[config.mk]
export PLATFORM = sky130hd
export DESIGN_NAME = fac_cfg_regs
export DESIGN_NICKNAME = d
export VERILOG_FILES = /design/src/hdl/fac_pkg.sv /design/src/hdl/fac_cfg_regs.sv
export SDC_FILE = /design/constraint.sdc
export NUM_CORES = 1
export LEC_CHECK = 0
export ABC_AREA = 1
export BUFFER_PORTS_ARGS = -buffer_cell sky130_fd_sc_hd__buf_2
export CORE_ASPECT_RATIO = 1.75
export CORE_MARGIN = 3
export CORE_UTILIZATION = 52
export DETAILED_ROUTE_END_ITERATION = 10
export PLACE_DENSITY = 0.82
export SYNTH_ARGS = -nofsm -noshare
export SYNTH_HDL_FRONTEND = slang
export SYNTH_SLANG_ARGS = --single-unit
[constraint.sdc]
create_clock -name clk_i -period 4.1 [get_ports clk_i]
set_input_delay 1.23 -clock clk_i [delete_from_list [all_inputs] [get_ports clk_i]]
set_output_delay 1.23 -clock clk_i [all_outputs]
set_load 0.01 [all_outputs]
[src/hdl/fac_pkg.sv]
// ----------------------------------------------------------------------------
// fac_pkg
// Shared constants, register codes and stage control type for the frustum
// box cull test.
// ----------------------------------------------------------------------------
package fac_pkg;

  // Default geometry of the coefficient and coordinate formats
  localparam int DEF_COEF_WIDTH     = 16;
  localparam int DEF_COEF_FRAC_BITS = 12;
  localparam int DEF_COORD_WIDTH    = 32;

  // Fixed formats of the ports
  localparam int FIELD_W         = 32;
  localparam int COORD_FRAC_BITS = 8;
  localparam int CFG_DATA_W      = 64;
  localparam int CFG_ADDR_W      = 5;

  localparam int NUM_ROWS   = 4;
  localparam int NUM_PLANES = 6;
  localparam int NUM_AXES   = 3;

  // Register index, taken from paddr[4:3]
  typedef enum logic [1:0] {
    REG_ROW_X = 2'd0,
    REG_ROW_Y = 2'd1,
    REG_ROW_Z = 2'd2,
    REG_ROW_W = 2'd3
  } reg_idx_e;

  // Load enables for the stages inside each plane unit
  typedef struct packed {
    logic mul_en;
    logic sum_en;
  } stage_en_t;

  // Identity matrix row: 1.0 in the given coefficient slot
  function automatic logic [CFG_DATA_W-1:0] row_reset(input int slot, input int coef_w,
                                                      input int frac_bits);
    return CFG_DATA_W'(1) << (frac_bits + slot * coef_w);
  endfunction

endpackage

[src/hdl/fac_cfg_regs.sv]
// ----------------------------------------------------------------------------
// fac_cfg_regs
// Matrix row registers behind the APB-style port, and plane extraction
// (w row plus or minus the x, y and z rows).
// ----------------------------------------------------------------------------
module fac_cfg_regs #(
  parameter int COEF_WIDTH     = fac_pkg::DEF_COEF_WIDTH,
  parameter int COEF_FRAC_BITS = fac_pkg::DEF_COEF_FRAC_BITS
) (
  input  logic                                clk_i,
  input  logic                                rst_ni,
  input  logic                                psel,
  input  logic                                penable,
  input  logic                                pwrite,
  input  logic [fac_pkg::CFG_ADDR_W-1:0]      paddr,
  input  logic [fac_pkg::CFG_DATA_W-1:0]      pwdata,
  output logic [fac_pkg::CFG_DATA_W-1:0]      prdata,
  output logic                                pready,
  output logic [fac_pkg::NUM_PLANES-1:0][fac_pkg::NUM_AXES-1:0][COEF_WIDTH:0] normal_o,
  output logic [fac_pkg::NUM_PLANES-1:0][COEF_WIDTH:0]                         dist_o
);
  import fac_pkg::*;

  logic [CFG_DATA_W-1:0] row_q [NUM_ROWS];
  logic                  wr_en;
  reg_idx_e              idx;

  assign pready = 1'b1;
  assign wr_en  = psel & penable & pwrite;
  assign idx    = reg_idx_e'(paddr[CFG_ADDR_W-1:CFG_ADDR_W-2]);

  always_ff @(posedge clk_i or negedge rst_ni) begin
    if (!rst_ni) begin
      for (int r = 0; r < NUM_ROWS; r++) begin
        row_q[r] <= row_reset(r, COEF_WIDTH, COEF_FRAC_BITS);
      end
    end else if (wr_en) begin
      case (idx)
        REG_ROW_X: row_q[REG_ROW_X] <= pwdata;
        REG_ROW_Y: row_q[REG_ROW_Y] <= pwdata;
        REG_ROW_Z: row_q[REG_ROW_Z] <= pwdata;
        REG_ROW_W: row_q[REG_ROW_W] <= pwdata;
        default:   ;
      endcase
    end
  end

  always_comb begin
    case (idx)
      REG_ROW_X: prdata = row_q[REG_ROW_X];
      REG_ROW_Y: prdata = row_q[REG_ROW_Y];
      REG_ROW_Z: prdata = row_q[REG_ROW_Z];
      REG_ROW_W: prdata = row_q[REG_ROW_W];
      default:   prdata = '0;
    endcase
  end

  // Even planes add the row to the w row, odd planes subtract it
  always_comb begin
    logic signed [COEF_WIDTH:0] w_c;
    logic signed [COEF_WIDTH:0] o_c;
    logic signed [COEF_WIDTH:0] n_c;
    normal_o = '0;
    dist_o   = '0;
    w_c      = '0;
    o_c      = '0;
    n_c      = '0;
    for (int p = 0; p < NUM_PLANES; p++) begin
      for (int a = 0; a <= NUM_AXES; a++) begin
        w_c = (COEF_WIDTH+1)'($signed(row_q[REG_ROW_W][a*COEF_WIDTH +: COEF_WIDTH]));
        o_c = (COEF_WIDTH+1)'($signed(row_q[p/2][a*COEF_WIDTH +: COEF_WIDTH]));
        n_c = (p % 2 == 1) ? (w_c - o_c) : (w_c + o_c);
        if (a < NUM_AXES) begin
          normal_o[p][a] = n_c;
        end else begin
          dist_o[p] = n_c;
        end
      end
    end
  end

endmodule

==> results of run 1 <==
-- area by class of cell --
cell class                      count  area (sq um)
Fill cell                        6782         26350
Multi-Input combinational cell   4345         22740
Sequential cell                   256          6415
Inverter                         1226          4602
Timing Repair Buffer              609          3391
Tap cell                          882          1104
Clock buffer                       36         770.7
Clock inverter                     16         190.2
Antenna cell                       27         67.56
-- tightest hold or removal path: stages, from the launching register on --
cell and delay [ps]:
dfstp_2 380, inv_1 60, o21ai_0 90
-- synth_stat cells (all sizes together) --
| library cell | number | area [sq um] |
|---|---|---|
| a21oi | 271 | 1356 |
| and2 | 43 | 269.0 |
| buf | 128 | 668.1 |
| clkbuf | 87 | 326.6 |
| conb | 1 | 3.750 |
| dfrtp | 252 | 6306 |
| dfstp | 4 | 105.1 |
| fa | 24 | 480.5 |
| ha | 384 | 4805 |
| inv | 1226 | 4602 |
| nand2 | 2407 | 9035 |
| nand3 | 312 | 1562 |
| nand3b | 4 | 30.03 |
| nand4 | 49 | 306.5 |
| nor2 | 374 | 1414 |
| nor3 | 49 | 245.2 |
| o2111ai | 63 | 551.8 |
| o21ai | 188 | 940.9 |
| o21bai | 7 | 52.55 |
| o22ai | 1 | 6.260 |
| xnor2 | 29 | 254.0 |
| xor2 | 139 | 1217 |
-- cell families after synthesis --
logic type               after synthesis
XOR/XNOR                             168
adder cells (fa/ha/maj)              408
AO/OA/AOI/OAI                        530
AND/OR/NAND/NOR                     3238
flip-flops                           256
buffers and inverters               1441
other                                  1
-- through the flow --
step           utilization, %  setup WS [ps]  hold WS, ps  total power (W)  instances
2_1_floorplan               -          826.4        472.9          0.01759       6042
3_3_place_gp            57.97          401.6        512.2          0.02640       7314
3_5_place_dp            57.97          365.5        525.6          0.02655       7314
4_1_cts                 59.50        0.03708        534.9          0.02942       7366
5_1_grt                 59.83         -65.11        548.4          0.03214       7389
6_report                59.86          27.82        536.9          0.02987       7397
-- what timing repair did --
item / 4_1_cts / 5_1_grt
resized for setup: 11 / 46
endpoints found under the hold margin: 0 / 0
setup endpoints to repair: 18 / 89
setup buffers: 0 / 4
pin swaps: 0 / 3
-- where the power goes --
part	internal, W	switching, W
clock network	0.00153	0.00120
registers	0.00311	0.00112
logic	0.00763	0.0153
-- layer usage --
metal / vias to the layer above / share of wire [%] / track usage (%)
li1: 19060 / - / -
met1: 17650 / 31 / 36.01
met2: 1758 / 49 / 72.70
met3: 645 / 7.3 / 8.170
met4: 2 / 12 / 39.77
met5: - / 0.0089 / 0
-- worst max path at each step --
| stage | startpoint | endpoint | slack, ps | depth (start not counted) |
|---|---|---|---|---|
| global placement | paddr[3] | prdata[26] | 400 | 7 |
| floorplan | paddr[3] | prdata[0] | 830 | 4 |
| detailed placement | paddr[3] | prdata[26] | 370 | 7 |
| CTS | row_q[16]$_DFFE_PN0P_ | normal_o[82] | 0.04 | 13 |
| finish | row_q[12]$_DFFE_PN0P_ | normal_o[115] | 30 | 11 |
| global route | row_q[48]$_DFFE_PN0P_ | dist_o[31] | -70 | 13 |
==> reports/qor.yml, run 1 <==
synth_nets: 6524
p_leak_nw: 24.46
ys_types: 28
fin_skew_ps: 0
syn_area_sq_um: 34540
ir_worst_vdd_mv: 0.5246
synthAdderAreaFrac_pct: 15.30
min_period_ps: 4072
fin_crit_sh_pct: 99.32
cp-end-kind: "output pin"
status: "finished, final reports clean"
synth_cells: 6042
hpwl_microns: 122000
pin_count: 547
syn_avg_cell_area_sq_um: 5.716
path_buf_inv: 3
avgViaCountPerCell: 5.287
start_util_pct: 52.63
drt-initial-drc-count: 2728
critical_path.top_delay_family: "flip-flops"
cts_sinks: 256
final_common_cell: "nand2_1"
design_area_sq_um: 39280
detail-route-antenna-nets: 0
cp_common_cell: "nand2_1"
io_buffers: 542
drt_wl_total_microns: 146100
design.die.area_sq_um: 69670
reg_top3: "row_q (256)"
drcViolationCount: 0
slew_headroom_pct: 48.30
setup_violations: 0
globalplace.congestion: 1.070
dieHeight_microns: 346.9
synth-compound-area-share_pct: 8.419
worstHoldStart: "row_q[156]$_DFFE_PN1P_"
post_drt_wl_per_cell_microns: 19.75
num_vias: 39110
worstSkewPairLatency_ps: 580
drive_gt1_share_pct: 11.11
whs_endpoint: "row_q[156]$_DFFE_PN1P_"
synth_top_family_by_area: "simple AND/OR/NAND/NOR gates"
syn_to_final_growth_pct: 13.74
hold_viol: 0
num_rows: 124
largest_register_ffs: 256
path_max_fanout: 8
min_path_type: "flip-flop to flip-flop"
drv_slew: 0
core_region_area_sq_um: 65630
path_cells: "ha_2 -> inv_1 -> nand2_1 -> inv_1 -> nand2_1 -> nor2_1 -> nand2_1 -> nand3_1 -> nand2_1 -> nand2_1 -> buf_2"
grt_usage_pct: 40.00
mostFrequentLayoutCells: "2401 x nand2_1, 1223 x inv_1, 540 x buf_2"
antenna_found_initial: 26
worstRegToRegCells: 3
synth_warnings: 0
yosysSeqAreaShare_pct: 18.56
cap_violations: 0
drtPass1Iterations: 6
crit_path_start_kind: "flip-flop"
dpl_cell_area_sq_um: 38040
setup_tns_ps: 0
ys_seq_elements: 256
yosys.area_share.simple_pct: 37.24
die_w_microns: 200.8
worst_slew_pin_slew_ps: 775.4
cts_buffer_depth: 3
cts_tree: "done"
pwr_density_cell_nw_per_um2: 760.3
rr_endpoint: "row_q[45]$_DFFE_PN0P_"
clk_pin_slew_worst_paths_ps: 70
r2r_setup_slack_ps: 2870
cts-root-buf: "clkbuf_16"
cts_buffers: 28
grt_pass1_vias: 38000
critPathSlowestCell: "dfrtp_1"
synth_xor_xnor_area_share_pct: 4.260
largest_register: "row_q"
grt_remaining_overflow: 0
fmax_mhz: 245.6
grt_pass1_wl_microns: 215400
hold_depth: 2
grt_setup_unrepaired: "yes"
final_nets: 6948
arrival_ps: 2840
grt_max_degree: 129
critPathMaxStageDelay_ps: 670
cts_htree_levels: 1
required_ps: 2870
path_class: "flip-flop to output pin"
ctsHoldBuffers: 0
synthMuxAreaShare_pct: 0
r2r_start: "row_q[45]$_DFFE_PN0P_"
Note: power is estimated with default switching activity, not from simulation.
==> inputs of run 2 (changes only) <==
==> constraint.sdc (replaced) <==
create_clock -name clk_i -period 5.25 [get_ports clk_i]
set_input_delay 1.575 -clock clk_i [delete_from_list [all_inputs] [get_ports clk_i]]
set_output_delay 1.575 -clock clk_i [all_outputs]
set_load 0.01 [all_outputs]
==> run 2 against run 1 <==
  * Clock skew did not move
  * Count of clock-buffer cells in the layout grew 2
  * Largest power group unchanged
  * Register-to-register slack improved by 930 ps
  * Clock power decreased by 19%
  * Combinational power shrank 23%
  * Worst hold slack worse by 12 ps
  * Sequential power decreased by 22%
  * Global-route usage rose by 0.45 points
  * Die area unchanged
  * First-iteration DRC count grew 2.2%
  * Flip-flop and latch count unchanged
  * Via count decreased by 0.25%
==> reports/qor.yml, run 2 (synthesis gave the netlist of run 1 again) <==
arrival_ps: 3510  # was 2840 ps
post_drt_wl_per_cell_microns: 19.96  # was 19.75 microns
worstHoldStart: "row_q[204]$_DFFE_PN1P_"  # was row_q[156]$_DFFE_PN1P_
crit_path_start_kind: "flip-flop"  # unchanged
grt_usage_pct: 40.45  # was 40.00%
min_period_ps: 5085
antenna_found_initial: 26  # unchanged
drt_wl_total_microns: 146900  # was 146100 microns
grt_pass1_vias: 37820  # was 38000
setup_violations: 0  # unchanged
path_max_fanout: 10  # was 8
cp-end-kind: "output pin"  # unchanged
path_cells: "inv_1 -> fa_1 -> inv_1 -> nand2_1 -> nand2_1 -> nand2_1 -> o21bai_1 -> nand2_1 -> nand2_1 -> nand2_1 -> nand2_1 -> buf_2"  # was ha_2 -> inv_1 -> nand2_1 -> inv_1 -> nand2_1 -> nor2_1 -> nand2_1 -> nand3_1 -> nand2_1 -> nand2_1 -> buf_2
mostFrequentLayoutCells: "2406 x nand2_1, 1224 x inv_1, 541 x buf_2"  # was 2401 x nand2_1, 1223 x inv_1, 540 x buf_2
worstSkewPairLatency_ps: 590  # was 580 ps
startpoint: "row_q[1]$_DFFE_PN0P_"  # was row_q[12]$_DFFE_PN0P_
design.die.area_sq_um: 69670  # unchanged
reg_top3: "row_q (256)"  # unchanged
critPathMaxStageDelay_ps: 760  # was 670 ps
num_vias: 39010  # was 39110
cp_common_cell: "nand2_1"  # unchanged
drcViolationCount: 0  # unchanged
pin_count: 547  # unchanged
preCtsSetupSlack_ps: 575.7  # was 365.5 ps
num_rows: 124  # unchanged
syn_to_final_growth_pct: 12.46  # was 13.74%
drv_slew: 0  # unchanged
start_util_pct: 52.63  # unchanged
hold_viol: 0  # unchanged
worstRegToRegCells: 2  # was 3
setup_slack_ps: 164.9  # was 27.82 ps
ctsHoldBuffers: 0  # unchanged
min_path_type: "flip-flop to flip-flop"  # unchanged
hold_depth: 2  # unchanged
die_w_microns: 200.8  # unchanged
core_region_area_sq_um: 65630  # unchanged
avgViaCountPerCell: 5.303  # was 5.287
hpwl_microns: 121100  # was 122000 microns
drive_gt1_share_pct: 9.812  # was 11.11%
grt_remaining_overflow: 0  # unchanged
r2r_start: "row_q[1]$_DFFE_PN0P_"  # was row_q[45]$_DFFE_PN0P_
clk_pin_slew_worst_paths_ps: 70  # about the same
path_buf_inv: 3  # unchanged
slew_headroom_pct: 42.43  # was 48.30%
worst_slew_pin_slew_ps: 863.6  # was 775.4 ps
detail-route-antenna-nets: 0  # unchanged
cts_setup_buffers: 0  # unchanged
grt_pass1_wl_microns: 217600  # was 215400 microns
setup_tns_ps: 0  # unchanged
cts-root-buf: "clkbuf_16"  # unchanged
pwr_density_cell_nw_per_um2: 598.6  # was 760.3 nW/um^2
drtPass1Iterations: 9  # was 6
drt-initial-drc-count: 2789  # was 2728
status: "finished, final reports clean"  # unchanged
final_common_cell: "nand2_1"  # unchanged
largest_register_ffs: 256  # unchanged
cts_tree: "done"  # unchanged
p_leak_nw: 24.32  # was 24.46 nW
grt_max_degree: 129  # unchanged
dieHeight_microns: 346.9  # unchanged
cts_buffers: 29  # was 28
cts_buffer_depth: 3  # unchanged
io_buffers: 542  # unchanged
crit_cells: 12  # was 11
cts.repair.resized: 0  # was 11
cap_violations: 0  # unchanged
cts_htree_levels: 1  # unchanged
required_ps: 3680  # was 2870 ps
ir_worst_vdd_mv: 0.4006  # was 0.5246 mV
fin_skew_ps: 0  # unchanged
critical_path.top_delay_family: "flip-flops"  # unchanged
critPathSlowestCell: "dfrtp_1"  # unchanged
largest_register: "row_q"  # unchanged
fin_crit_sh_pct: 96.86
globalplace.congestion: 1.089  # was 1.070
grt_setup_unrepaired: "no"  # was yes
path_class: "flip-flop to output pin"  # unchanged
fmax_mhz: 196.7
final_nets: 6910  # was 6948
cts_sinks: 256  # unchanged
run 2: cell types whose count changed in the layout (fill, tap and decap cells not counted), sizes merged:
| cell | before | now |
|---|---|---|
| diode | 27 | 23 |
| clkbuf | 36 | 38 |
| buf | 609 | 570 |
| clkinv | 7 | 9 |
| inv | 1227 | 1228 |
| clkinvlp | 5 | 2 |
run 2: area by class of cell:
cell class                      instances  area, sq um
Multi-Input combinational cell       4345        22570
Clock buffer                           38        809.5
Tap cell                              882         1104
Timing Repair Buffer                  570         3095
Antenna cell                           23        57.56
Clock inverter                         16        192.7
Sequential cell                       256         6411
Fill cell                            6708        26790
Inverter                             1226         4602
run 2: worst paths after layout:
kind | end | slack, ps
setup / recovery | normal_o[65] | 160
hold / removal | row_q[204]$_DFFE_PN1P_ | 520
setup reg to reg | row_q[1]$_DFFE_PN0P_ | 3800
hold reg to reg | row_q[204]$_DFFE_PN1P_ | 520
max in group asynchronous | row_q[60]$_DFFE_PN1P_ | 3320
min in group asynchronous | row_q[160]$_DFFE_PN0P_ | 1050
run 2: stage by stage:
step | instances | area [sq um] | utilization (%) | power [W] | hold WS, ps
5_1_grt | 7350 | 38830 | 59.16 | 0.02502 | 566.9
3_5_place_dp | 7279 | 37780 | 57.57 | 0.02069 | 513.3
6_report | 7356 | 38840 | 59.18 | 0.02325 | 524.6
3_3_place_gp | 7279 | 37780 | 57.57 | 0.02059 | 511.4
4_1_cts | 7333 | 38780 | 59.10 | 0.02298 | 522.1
2_1_floorplan | 6042 | 34540 | - | 0.01373 | 472.9
run 2: routing by layer:
layer  wire length, microns  up-vias  GRT usage (%)  part of all wire [%]
li1                       -    18990              -                     -
met1                  46980    17620          37.86                    32
met2                  71370     1788          72.80                    49
met3                  10630      611          8.104                   7.2
met4                  17860        2          38.44                    12
met5                     13        -              0                0.0089
run 2: worst reg2reg max path, stage by stage (launching register included):
cell and delay, ps:
dfrtp_1 760, inv_1 380, o21ai_0 230
run 2: power by group:
part           internal (W)  switching (W)  total [W]
clock               0.00125       0.000953    0.00220
combinational       0.00579         0.0119     0.0177
sequential          0.00243       0.000891    0.00332
